**src/rtl/kcwc_pkg.sv**
```systemverilog
// ----------------------------------------------------------------------------
// kcwc_pkg: shared types, constants and form table for the keyword counter
// Holds the item structs, the Windows-1251 letter test and the table of
// 45 lowercase word forms with their lengths and classes.
// ----------------------------------------------------------------------------
package kcwc_pkg;

   localparam int MAX_WORD_LEN = 16;
   localparam int NUM_STEMS    = 45;
   localparam int NUM_FORMS    = 2 * NUM_STEMS;
   localparam int NUM_CLASSES  = 12;
   localparam int STEM_CHARS   = 9;
   localparam int POS_W        = $clog2(MAX_WORD_LEN + 1);
   localparam int LEN_W        = $clog2(STEM_CHARS + 1);
   localparam int CLASS_W      = 4;
   localparam int COUNT_W      = 32;

   localparam logic [CLASS_W-1:0] LAST_CLASS = CLASS_W'(NUM_CLASSES - 1);

   // Byte codes that count as letters besides the 0xC0..0xFF block
   localparam logic [7:0] BYTE_HYPHEN     = 8'h2D;
   localparam logic [7:0] BYTE_CAP_YO     = 8'hA8;
   localparam logic [7:0] BYTE_SMALL_YO   = 8'hB8;
   localparam logic [7:0] BYTE_CYR_FIRST  = 8'hC0;
   localparam logic [7:0] CAPITAL_OFFSET  = 8'h20;

   typedef struct packed {
      logic [7:0] text_byte;
      logic       end_of_text;
   } req_type;

   typedef struct packed {
      logic [CLASS_W-1:0] word_class;
      logic [COUNT_W-1:0] class_count;
      logic               last_class;
   } rsp_type;

   // Word-close event handed from the matcher to the counter cells
   typedef struct packed {
      logic [NUM_CLASSES-1:0] class_hit;
      logic                   eot;
   } event_type;

   // Per-cell control
   typedef struct packed {
      logic hit;
      logic load;
      logic shift;
   } cell_ctl_type;

   // Lowercase forms, first letter in the top byte, zero padded
   localparam logic [8*STEM_CHARS-1:0] STEM_TEXT [NUM_STEMS] = '{
      72'hF7F2EE_000000_000000, // chto
      72'hF7E5E3_EE0000_000000,
      72'hF7E5EC_F30000_000000,
      72'hF7E5EC_000000_000000,
      72'hF7B8EC_000000_000000,
      72'hEAF2EE_000000_000000, // kto
      72'hEAEEEC_F30000_000000,
      72'hEAEEE3_EE0000_000000,
      72'hEAE5EC_000000_000000,
      72'hEAEEEC_000000_000000,
      72'hF1EAEE_EBFCEA_EE0000, // skolko
      72'hF1EAEE_EBFCEA_E8F500,
      72'hF1EAEE_EBFCEA_E8EC00,
      72'hF1EAEE_EBFCEA_E8ECE8,
      72'hEAEEF2_EEF0FB_E90000, // kotoryj
      72'hEAEEF2_EEF0EE_E50000,
      72'hEAEEF2_EEF0E0_FF0000,
      72'hEAEEF2_EEF0FB_E50000,
      72'hEAEEF2_EEF0EE_E3EE00,
      72'hEAEEF2_EEF0EE_E90000,
      72'hEAEEF2_EEF0FB_F50000,
      72'hEAEEF2_EEF0EE_ECF300,
      72'hEAEEF2_EEF0FB_EC0000,
      72'hEAEEF2_EEF0EE_FE0000,
      72'hEAEEF2_EEF0FB_ECE800,
      72'hEAEEF2_EEF0EE_EC0000,
      72'hEAE0EA_EEE900_000000, // kakoj
      72'hEAE0EA_EEE500_000000,
      72'hEAE0EA_E0FF00_000000,
      72'hEAE0EA_E8E500_000000,
      72'hEAE0EA_EEE3EE_000000,
      72'hEAE0EA_E8F500_000000,
      72'hEAE0EA_EEECF3_000000,
      72'hEAE0EA_E8EC00_000000,
      72'hEAE0EA_F3FE00_000000,
      72'hEAE0EA_EEFE00_000000,
      72'hEAE0EA_E8ECE8_000000,
      72'hEAE0EA_EEEC00_000000,
      72'hEAE0EA_000000_000000, // kak
      72'hE3E4E5_000000_000000, // gde
      72'hE7E0F7_E5EC00_000000, // zachem
      72'hEAEEE3_E4E000_000000, // kogda
      72'hEFEEF7_E5ECF3_000000, // pochemu
      72'hEAF3E4_E00000_000000, // kuda
      72'hEEF2EA_F3E4E0_000000  // otkuda
   };

   localparam logic [LEN_W-1:0] STEM_LEN [NUM_STEMS] = '{
      4'd3, 4'd4, 4'd4, 4'd3, 4'd3,
      4'd3, 4'd4, 4'd4, 4'd3, 4'd3,
      4'd7, 4'd8, 4'd8, 4'd9,
      4'd7, 4'd7, 4'd7, 4'd7, 4'd8, 4'd7, 4'd7, 4'd8, 4'd7, 4'd7, 4'd8, 4'd7,
      4'd5, 4'd5, 4'd5, 4'd5, 4'd6, 4'd5, 4'd6, 4'd5, 4'd5, 4'd5, 4'd6, 4'd5,
      4'd3, 4'd3, 4'd5, 4'd5, 4'd6, 4'd4, 4'd6
   };

   localparam logic [CLASS_W-1:0] STEM_CLASS [NUM_STEMS] = '{
      4'd0, 4'd0, 4'd0, 4'd0, 4'd0,
      4'd1, 4'd1, 4'd1, 4'd1, 4'd1,
      4'd2, 4'd2, 4'd2, 4'd2,
      4'd3, 4'd3, 4'd3, 4'd3, 4'd3, 4'd3, 4'd3, 4'd3, 4'd3, 4'd3, 4'd3, 4'd3,
      4'd4, 4'd4, 4'd4, 4'd4, 4'd4, 4'd4, 4'd4, 4'd4, 4'd4, 4'd4, 4'd4, 4'd4,
      4'd5, 4'd6, 4'd7, 4'd8, 4'd9, 4'd10, 4'd11
   };

   function automatic logic is_letter(input logic [7:0] b);
      return (b == BYTE_HYPHEN) || (b == BYTE_CAP_YO) || (b == BYTE_SMALL_YO) ||
             (b >= BYTE_CYR_FIRST);
   endfunction

   // Letter of stem k at position pos; zero past the table width
   function automatic logic [7:0] stem_char(input int k, input logic [POS_W-1:0] pos);
      logic [7:0] c;
      c = '0;
      for (int j = 0; j < STEM_CHARS; j++) begin
         if (pos == POS_W'(j)) c = STEM_TEXT[k][8*(STEM_CHARS-j)-1 -: 8];
      end
      return c;
   endfunction

endpackage

```
**src/rtl/kcwc_matcher.sv**
```systemverilog
// ----------------------------------------------------------------------------
// kcwc_matcher: whole-word match against the form table
// Tracks the open word with one still-matching bit per form and emits a
// registered close event carrying the class hit vector and end-of-text.
// ----------------------------------------------------------------------------
module kcwc_matcher
   import kcwc_pkg::*;
(
   input  logic      clock,
   input  logic      reset,
   input  logic      accept,
   input  req_type   req,
   output event_type event_out
);

   logic [NUM_FORMS-1:0]   match_ff, match_in, match_upd;
   logic [POS_W-1:0]       pos_ff, pos_in;
   logic                   inside_ff, inside_in;
   event_type              event_ff, event_in;
   logic [NUM_CLASSES-1:0] hit_vec;
   logic                   letter;

   assign letter = is_letter(req.text_byte) && !req.end_of_text;

   // Advance every form on the new letter; collect hits of a closing word
   always_comb begin
      logic [7:0] c;
      logic       ok;
      hit_vec   = '0;
      match_upd = '0;
      for (int k = 0; k < NUM_STEMS; k++) begin
         for (int v = 0; v < 2; v++) begin
            if (match_ff[2*k+v] && (POS_W'(STEM_LEN[k]) == pos_ff))
               hit_vec[STEM_CLASS[k]] = 1'b1;
            c = stem_char(k, pos_ff);
            if ((v == 1) && (pos_ff == '0)) c = c - CAPITAL_OFFSET;
            ok = (pos_ff < POS_W'(STEM_LEN[k])) && (c == req.text_byte);
            match_upd[2*k+v] = match_ff[2*k+v] && ok;
         end
      end
   end

   // Next word state and close event
   always_comb begin
      match_in  = match_ff;
      pos_in    = pos_ff;
      inside_in = inside_ff;
      event_in  = '0;
      if (accept) begin
         if (letter) begin
            match_in  = match_upd;
            inside_in = 1'b1;
            if (pos_ff < POS_W'(MAX_WORD_LEN)) pos_in = pos_ff + POS_W'(1);
         end else begin
            match_in           = '1;
            pos_in             = '0;
            inside_in          = 1'b0;
            event_in.class_hit = inside_ff ? hit_vec : '0;
            event_in.eot       = req.end_of_text;
         end
      end
   end

   always_ff @(posedge clock) begin
      if (reset) begin
         match_ff  <= '1;
         pos_ff    <= '0;
         inside_ff <= 1'b0;
         event_ff  <= '0;
      end else begin
         match_ff  <= match_in;
         pos_ff    <= pos_in;
         inside_ff <= inside_in;
         event_ff  <= event_in;
      end
   end

   assign event_out = event_ff;

endmodule

```
**src/rtl/kcwc_cell.sv**
```systemverilog
// ----------------------------------------------------------------------------
// kcwc_cell: one class counter with its slot in the drain chain
// Counts hits for its class, saturating. On end-of-text it drops its count
// into its slot and clears; slots then shift toward the output.
// ----------------------------------------------------------------------------
module kcwc_cell
   import kcwc_pkg::*;
(
   input  logic               clock,
   input  logic               reset,
   input  logic [CLASS_W-1:0] cell_index,
   input  cell_ctl_type       ctl,
   input  rsp_type            slot_next,
   input  logic               slot_next_valid,
   output rsp_type            slot,
   output logic               slot_valid
);

   logic [COUNT_W-1:0] count_ff, count_in, count_upd;
   rsp_type            slot_ff, slot_in;
   logic               slot_valid_ff, slot_valid_in;

   // Saturating increment
   assign count_upd = (ctl.hit && (count_ff != '1)) ? count_ff + COUNT_W'(1) : count_ff;

   // Load on end-of-text, shift when the head item leaves, else hold
   always_comb begin
      count_in      = count_upd;
      slot_in       = slot_ff;
      slot_valid_in = slot_valid_ff;
      if (ctl.load) begin
         count_in            = '0;
         slot_in.word_class  = cell_index;
         slot_in.class_count = count_upd;
         slot_in.last_class  = (cell_index == LAST_CLASS);
         slot_valid_in       = 1'b1;
      end else if (ctl.shift) begin
         slot_in       = slot_next;
         slot_valid_in = slot_next_valid;
      end
   end

   always_ff @(posedge clock) begin
      if (reset) begin
         count_ff      <= '0;
         slot_valid_ff <= 1'b0;
      end else begin
         count_ff      <= count_in;
         slot_valid_ff <= slot_valid_in;
      end
   end

   always_ff @(posedge clock) begin
      slot_ff <= slot_in;
   end

   assign slot       = slot_ff;
   assign slot_valid = slot_valid_ff;

endmodule

```
**src/rtl/keyword_class_word_counter.sv**
```systemverilog
// ----------------------------------------------------------------------------
// keyword_class_word_counter: whole-word question-word counter
// Counts Windows-1251 words that equal one of 90 fixed forms, each tied to
// a class, and reports the 12 class counts on each end-of-text mark.
// ----------------------------------------------------------------------------
//  channel | dir | ports                          | item
//  req     | in  | req_valid req_stall req_payload | text_byte, end_of_text
//  rsp     | out | rsp_valid rsp_stall rsp_payload | word_class, class_count, last_class
//
//  A text byte is taken every cycle; the word state is registered, and a
//  closed word reaches the counters through the registered close event.
//  An end-of-text mark loads all 12 counts into the cell chain, which sends
//  one result per cycle while rsp_stall is low; a further end-of-text mark
//  waits until the chain is empty, text bytes keep flowing meanwhile.
//  Synchronous reset clears the counters, the word state and the chain.
//  rsp_stall holds the head result in its register; it never blocks text.
// ----------------------------------------------------------------------------
module keyword_class_word_counter
   import kcwc_pkg::*;
(
   input  logic    clock,
   input  logic    reset,
   input  logic    req_valid,
   output logic    req_stall,
   input  req_type req_payload,
   output logic    rsp_valid,
   input  logic    rsp_stall,
   output rsp_type rsp_payload
);

   event_type    event_q;
   cell_ctl_type cell_ctl   [NUM_CLASSES];
   rsp_type      slot       [NUM_CLASSES+1];
   logic         slot_valid [NUM_CLASSES+1];
   logic         req_accept;
   logic         rsp_fire;

   // Hold an end-of-text item while the chain still drains or loads
   assign req_stall  = req_payload.end_of_text && (slot_valid[0] || event_q.eot);
   assign req_accept = req_valid && !req_stall;
   assign rsp_fire   = rsp_valid && !rsp_stall;

   kcwc_matcher u_matcher (
      .clock     (clock),
      .reset     (reset),
      .accept    (req_accept),
      .req       (req_payload),
      .event_out (event_q)
   );

   // Chain tail feeds nothing
   assign slot[NUM_CLASSES]       = '0;
   assign slot_valid[NUM_CLASSES] = 1'b0;

   for (genvar gi = 0; gi < NUM_CLASSES; gi++) begin : g_cell
      assign cell_ctl[gi] = '{hit: event_q.class_hit[gi], load: event_q.eot, shift: rsp_fire};

      kcwc_cell u_cell (
         .clock           (clock),
         .reset           (reset),
         .cell_index      (CLASS_W'(gi)),
         .ctl             (cell_ctl[gi]),
         .slot_next       (slot[gi+1]),
         .slot_next_valid (slot_valid[gi+1]),
         .slot            (slot[gi]),
         .slot_valid      (slot_valid[gi])
      );
   end

   assign rsp_valid   = slot_valid[0];
   assign rsp_payload = slot[0];

endmodule

```
**config.mk**
```make
export PLATFORM = sky130hd
export DESIGN_NAME = keyword_class_word_counter
export DESIGN_NICKNAME = d
export VERILOG_FILES = /design/src/rtl/kcwc_pkg.sv /design/src/rtl/kcwc_matcher.sv /design/src/rtl/kcwc_cell.sv /design/src/rtl/keyword_class_word_counter.sv
export SDC_FILE = /design/constraint.sdc
export NUM_CORES = 2
export LEC_CHECK = 0
export BUFFER_PORTS_ARGS = -buffer_cell sky130_fd_sc_hd__buf_2
export CORE_MARGIN = 2
export CORE_UTILIZATION = 50
export CTS_CLUSTER_DIAMETER = 150
export DETAILED_ROUTE_END_ITERATION = 6
export PLACE_DENSITY = 0.73
export SLEW_MARGIN = 10
export SYNTH_ARGS = -nofsm -noshare
export SYNTH_HDL_FRONTEND = slang
export SYNTH_SLANG_ARGS = --single-unit
```
**constraint.sdc**
```tcl
create_clock -name clock -period 25.9 [get_ports clock]
set_clock_uncertainty 0.1 [all_clocks]
set_input_delay 2.59 -clock clock [delete_from_list [all_inputs] [get_ports clock]]
set_output_delay 2.59 -clock clock [all_outputs]
set_load 0.01 [all_outputs]
```
# After elaboration in Yosys (flattened, before gate mapping)
# Cells that the tools add are included.
[totals]
in_bits = 13
elab_cells = 1004
register_bits = 945
[classes]
n_addsub = 58
muxes = 450
n_lt_le_gt_ge = 9
n_eq_ne = 121
n_bitwise = 2
reduce_logical = 299
[op_table]
columns = ["cell", "count"]
rows = [
  ["8-bit two-way mux", 296],
  ["33-bit two-way mux", 24],
  ["8-bit equality test", 90],
  ["32-bit by 1-bit adder with 32-bit output, second input constant", 12],
  ["32-bit two-way mux", 12],
  ["32-bit != test, second input constant", 12],
  ["8-bit by 6-bit subtractor with 8-bit output, second input constant", 45],
  ["1-bit logical AND", 286],
  ["1-bit two-way mux", 115],
  ["90-bit two-way mux", 1],
  ["3-bit by 5-bit equality test with 1-bit output, first input constant", 4],
  ["5-bit by 3-bit equality test with 1-bit output, second input constant", 4],
  ["5-bit by 3-bit < comparator with 1-bit output, second input constant", 4],
  ["8-bit equality test, second input constant", 2],
  ["4-bit by 5-bit equality test with 1-bit output, first input constant", 2],
  ["5-bit by 2-bit equality test with 1-bit output, second input constant", 2],
  ["5-bit by 4-bit < comparator with 1-bit output, second input constant", 2],
  ["5-bit two-way mux", 2],
  ["8-bit by 6-bit equality test with 1-bit output, second input constant", 1],
  ["8-bit >= comparator, second input constant", 1],
  ["5-bit by 1-bit adder with 5-bit output, second input constant", 1],
  ["2-bit by 5-bit equality test with 1-bit output, first input constant", 1],
  ["5-bit by 1-bit equality test with 1-bit output, second input constant", 1],
  ["5-bit by 4-bit equality test with 1-bit output, second input constant", 1],
  ["12 further kinds", 18],
]

# Depth between registers and ports, before layout
[logic_depth]
ltp_word = 26
depth_mapped = 14

# Hierarchy
# A second synthesis with hierarchy kept.
[unflattened]
hier_cells = 4988
area_unflattened_um2 = 48200.0
[by_module_without_submodules]
columns = ["module", "instances", "seq_area_each_um2", "area_each_um2", "cells_each"]
rows = [
  ["kcwc_cell", 12, 1771.7, 3395.8, 335],
  ["kcwc_matcher", 1, 2182.1, 7420.9, 963],
  ["keyword_class_word_counter", 1, 0.0, 30.0, 5],
]

# Worst setup path before layout
# Ideal clock, no wire load.
[synth_path]
path_kind = "input-to-reg"
startpoint = "input rsp_stall"
endpoint = "register g_cell[0].u_cell.slot_ff (netlist bit g_cell[0].u_cell.slot[10]) (enable)"
t_required_ns = 23.010
stages = 5
path_buffers = 3
setup_time_ns = 2.790
arrival_time_ns = 9.715
slack_ns = 13.294
path_cell_list = "nand2b_1 clkbuf_1 clkbuf_1 clkbuf_1 nand2_1"
[synth_between]
elab_chain_len = 3
[synth_rtl]
columns = ["element", "line_no", "source"]
rows = [
  ["start: declaration", "keyword_class_word_counter.sv:27", "input logic rsp_stall,"],
  ["1-bit zero test", "keyword_class_word_counter.sv:41", "assign rsp_fire = rsp_valid && !rsp_stall;"],
  ["1-bit logical AND", "keyword_class_word_counter.sv:41", ""],
  ["2-bit nonzero test (no source line)", "-", ""],
  ["end signal: assignment", "kcwc_cell.sv:54", "slot_ff <= slot_in;"],
  ["end: declaration", "kcwc_cell.sv:20", "rsp_type slot_ff, slot_in;"],
]
# Every way passes these cells.
# A chain may end at the register's enable or synchronous reset.

# Final worst setup path
[layout_path]
startpoint = "input req_payload[0] in the netlist's numbering"
endpoint = "output req_stall"
[layout_between]
elab_chain_len = 1
[layout_rtl]
columns = ["element", "line_no", "source"]
rows = [
  ["start: declaration", "keyword_class_word_counter.sv:25", "input req_type req_payload,"],
  ["1-bit logical AND", "keyword_class_word_counter.sv:39", "assign req_stall = req_payload.end_of_text && (slot_valid[0] || event_q.eot);"],
  ["end: declaration", "keyword_class_word_counter.sv:24", "output logic req_stall,"],
]
# Every way passes these cells.

==> metrics.txt <==
setup slack after layout=20.14 ns; initial antenna violation count=0; H-tree Lvls=3; area growth from synthesis to layout=9.92%; Buf/Inv on CP=3; number of nets with antenna violations after routing=0; Worst EP required=23.21 ns; Total Routed Length=107000 um; Min-Delay Path Class=flop to flop; CP peak stage delay=0.15 ns; gr ovfl total=0; delay-heaviest family, CP=buffers and inverters; Tmin final=5.76 ns; Yosys reg bits=932; Setup violations, final=0; number of flops mapped to enable cells by yosys=384; core area=85500 um2; Die Y=298 um; Fill cells=7348; clock latency on the worst-skew pair=0.66 ns; peak supply drop=0.0000533 V; async set-reset flop share out of synthesis=0%; Post-Syn Nets=4485; Synth top cells by count=dfxtp_1 (548), nand2_1 (480), nor2_1 (385); fin nets=4392; Clock Tree Root=clkbuf_16; largest cells by area after synthesis=edfxtp_1 (27%), dfxtp_1 (25%), xnor2_1 (4.9%), nand2_1 (4.2%), xor2_1 (3.7%); number of remaining DRC errors=2; share of layout cells above drive strength 1=7.03%; critical path's slowest cell=buf_2; Worst-Margin Slew=1.20 ns; wire per inst=19.3 um; CTS tree=done; WP data arrival=3.07 ns; IO Pins=52; via count=33468; clk sinks=932; postcts setup bufs=0; Final Hold Viols=0; GRT Util Overall=23.7%; Critical Path End Type=primary output; top-count cell post-synth=dfxtp_1; violated checks=DRC; most frequent CP cell=buf_2; synthesized area per cell=9.75 um2; first-pass GRT wire length=173000 um; CP cell instances=buf_2 -> o21ai_0 -> inv_1 -> buf_2; maxcap violations=0; Final Slew Violations=0; Inserted Diodes=0; Setup TNS Final=0 ns; drt pass-1 iters=7; Post-CTS Hold Buffers=0; Top FF cell, synth=dfxtp_1; Setup CP Type=primary input to primary output; Leakage Power=16.8 nW; Port Buffers=51; initial core utilization=50.7%; routed vias/inst=6.00; Unique masters post-synth=98; overall power=3.16 mW; gate count of the mapped netlist=4448; pin count of the biggest net entering global routing=192; DP HPWL=69100 um; Chip Width=298 um; Post-CTS Resized=0; Max FO, Critical Path=4; gpl congestion=0.987; max frequency=0.174 GHz; CTS clk-pin slew, worst paths=0.06 ns; Die ar.=89100 um2; Max clock buf depth=3; Final period util=22.2%; status=finished with violations; via count of the first global-routing pass=31846; post-synth top area cell=edfxtp_1; Iter 0 DRT Violations=3177; # rows=107; Max transition margin=17.7%; Mapped Area=43300 um2; RSZ-0062 raised after global routing=no; Power Dens Cells=66.3 nW/um2; Yosys top cell area share=26.6%; yosys warns=0; register area share after synthesis=51.9%; CTS buffer count=94; startpoint types=primary input; DP Worst Slack=20.07 ns
-- metal layers --
metal | GRT usage (%) | up-vias | wire, um
met5 | 0 | - | 0
met4 | 8.94 | 0 | 3870
met3 | 3.45 | 236 | 7020
met2 | 39.1 | 1226 | 50400
met1 | 31.7 | 16034 | 46200
li1 | - | 15972 | -
-- registers in the layout (all words and copies together) (netlist names) --
| register | count |
|---|---|
| g_cell.u_cell.slot_valid | 12 |
| g_cell.u_cell.count_ff | 384 |
| u_matcher.pos_ff | 5 |
| u_matcher.event_out | 13 |
| u_matcher.match_ff | 90 |
| u_matcher.inside_ff | 1 |
| g_cell.u_cell.slot | 427 |
-- kinds of logic (layout without fill, tap and decap cells) --
group	count (synthesis)	count (layout)	synth area share, %
XOR/XNOR	425	425	8.59
buffers and inverters	354	343	3.19
AO/OA/AOI/OAI	827	827	13.0
multiplexers	25	25	0.603
adder cells (fa/ha/maj)	24	24	0.693
flip-flops	932	932	51.9
AND/OR/NAND/NOR	1861	1861	22.0
-- cells in the final DEF, fill, tap and decap left out, types with 22 or more instances in the layout --
cell / instances
dfxtp_1: 547
nand2_1: 478
edfxtp_1: 384
nor2_1: 382
xnor2_1: 244
and2_1: 191
nand3_1: 188
xor2_1: 181
a22o_1: 178
o22ai_1: 167
a21oi_1: 160
nor3_1: 128
o21ai_0: 122
nand4_1: 120
clkbuf_16: 98
and3_1: 88
inv_1: 82
and4_1: 62
nor4_1: 56
buf_2: 51
a31oi_1: 32
o211ai_1: 24
ha_1: 24
buf_4: 24
or3_1: 23
or4_1: 22
-- through the flow --
step,utilization [%],cell area (um2),hold slack [ns],cells
after floorplan,-,43300,0.318,4448
after global placement,51.8,44300,0.332,5403
after detailed placement,51.8,44300,0.333,5403
after CTS,55.7,47600,0.343,5581
after global routing,55.7,47600,0.368,5581
final,55.7,47600,0.341,5581
-- worst paths after layout --
| kind | start | end | slack [ns] | depth (start not counted) |
|---|---|---|---|---|
| worst min register to register | g_cell[7].u_cell.slot[35] | g_cell[7].u_cell.slot[35] | 0.34 | 2 |
| worst min-delay path | g_cell[7].u_cell.slot[35] | g_cell[7].u_cell.slot[35] | 0.34 | 2 |
| worst max register to register | u_matcher.pos_ff[1] | u_matcher.match_ff[35] | 21.13 | 10 |
| worst max-delay path | req_payload[0] | req_stall | 20.14 | 4 |
-- report_power, final --
group	internal, mW	total [mW]	leakage, nW	switching (mW)
combinational	0.0376	0.137	7.15	0.0992
clock	0.850	1.44	1.60	0.588
sequential	1.57	1.59	8.09	0.0190
total	2.45	3.16	16.8	0.706
-- layout make-up --
type / count / area, um2 / share of cell area, %
timing repair buffer: 80 / 536 / 1.12
clock buffer: 129 / 2670 / 5.60
clock inverter: 49 / 652 / 1.37
tap: 1144 / 1430 / 3.00
multi-input combinational: 3162 / 19500 / 41.0
inverter: 85 / 327 / 0.685
sequential: 932 / 22500 / 47.2
-- worst reg2reg max path, cell delays in order, from the launching register on --
cell     delay [ns]
dfxtp_1        0.73
ha_1           0.91
or2_2          0.39
nand2_1        0.28
a31oi_1        0.43
inv_1          0.08
ha_1           0.29
xor2_1         0.18
nor3_1         0.89
a41oi_1        0.27
nor2_1         0.16
No activity file was read; power rests on OpenSTA's default activity.
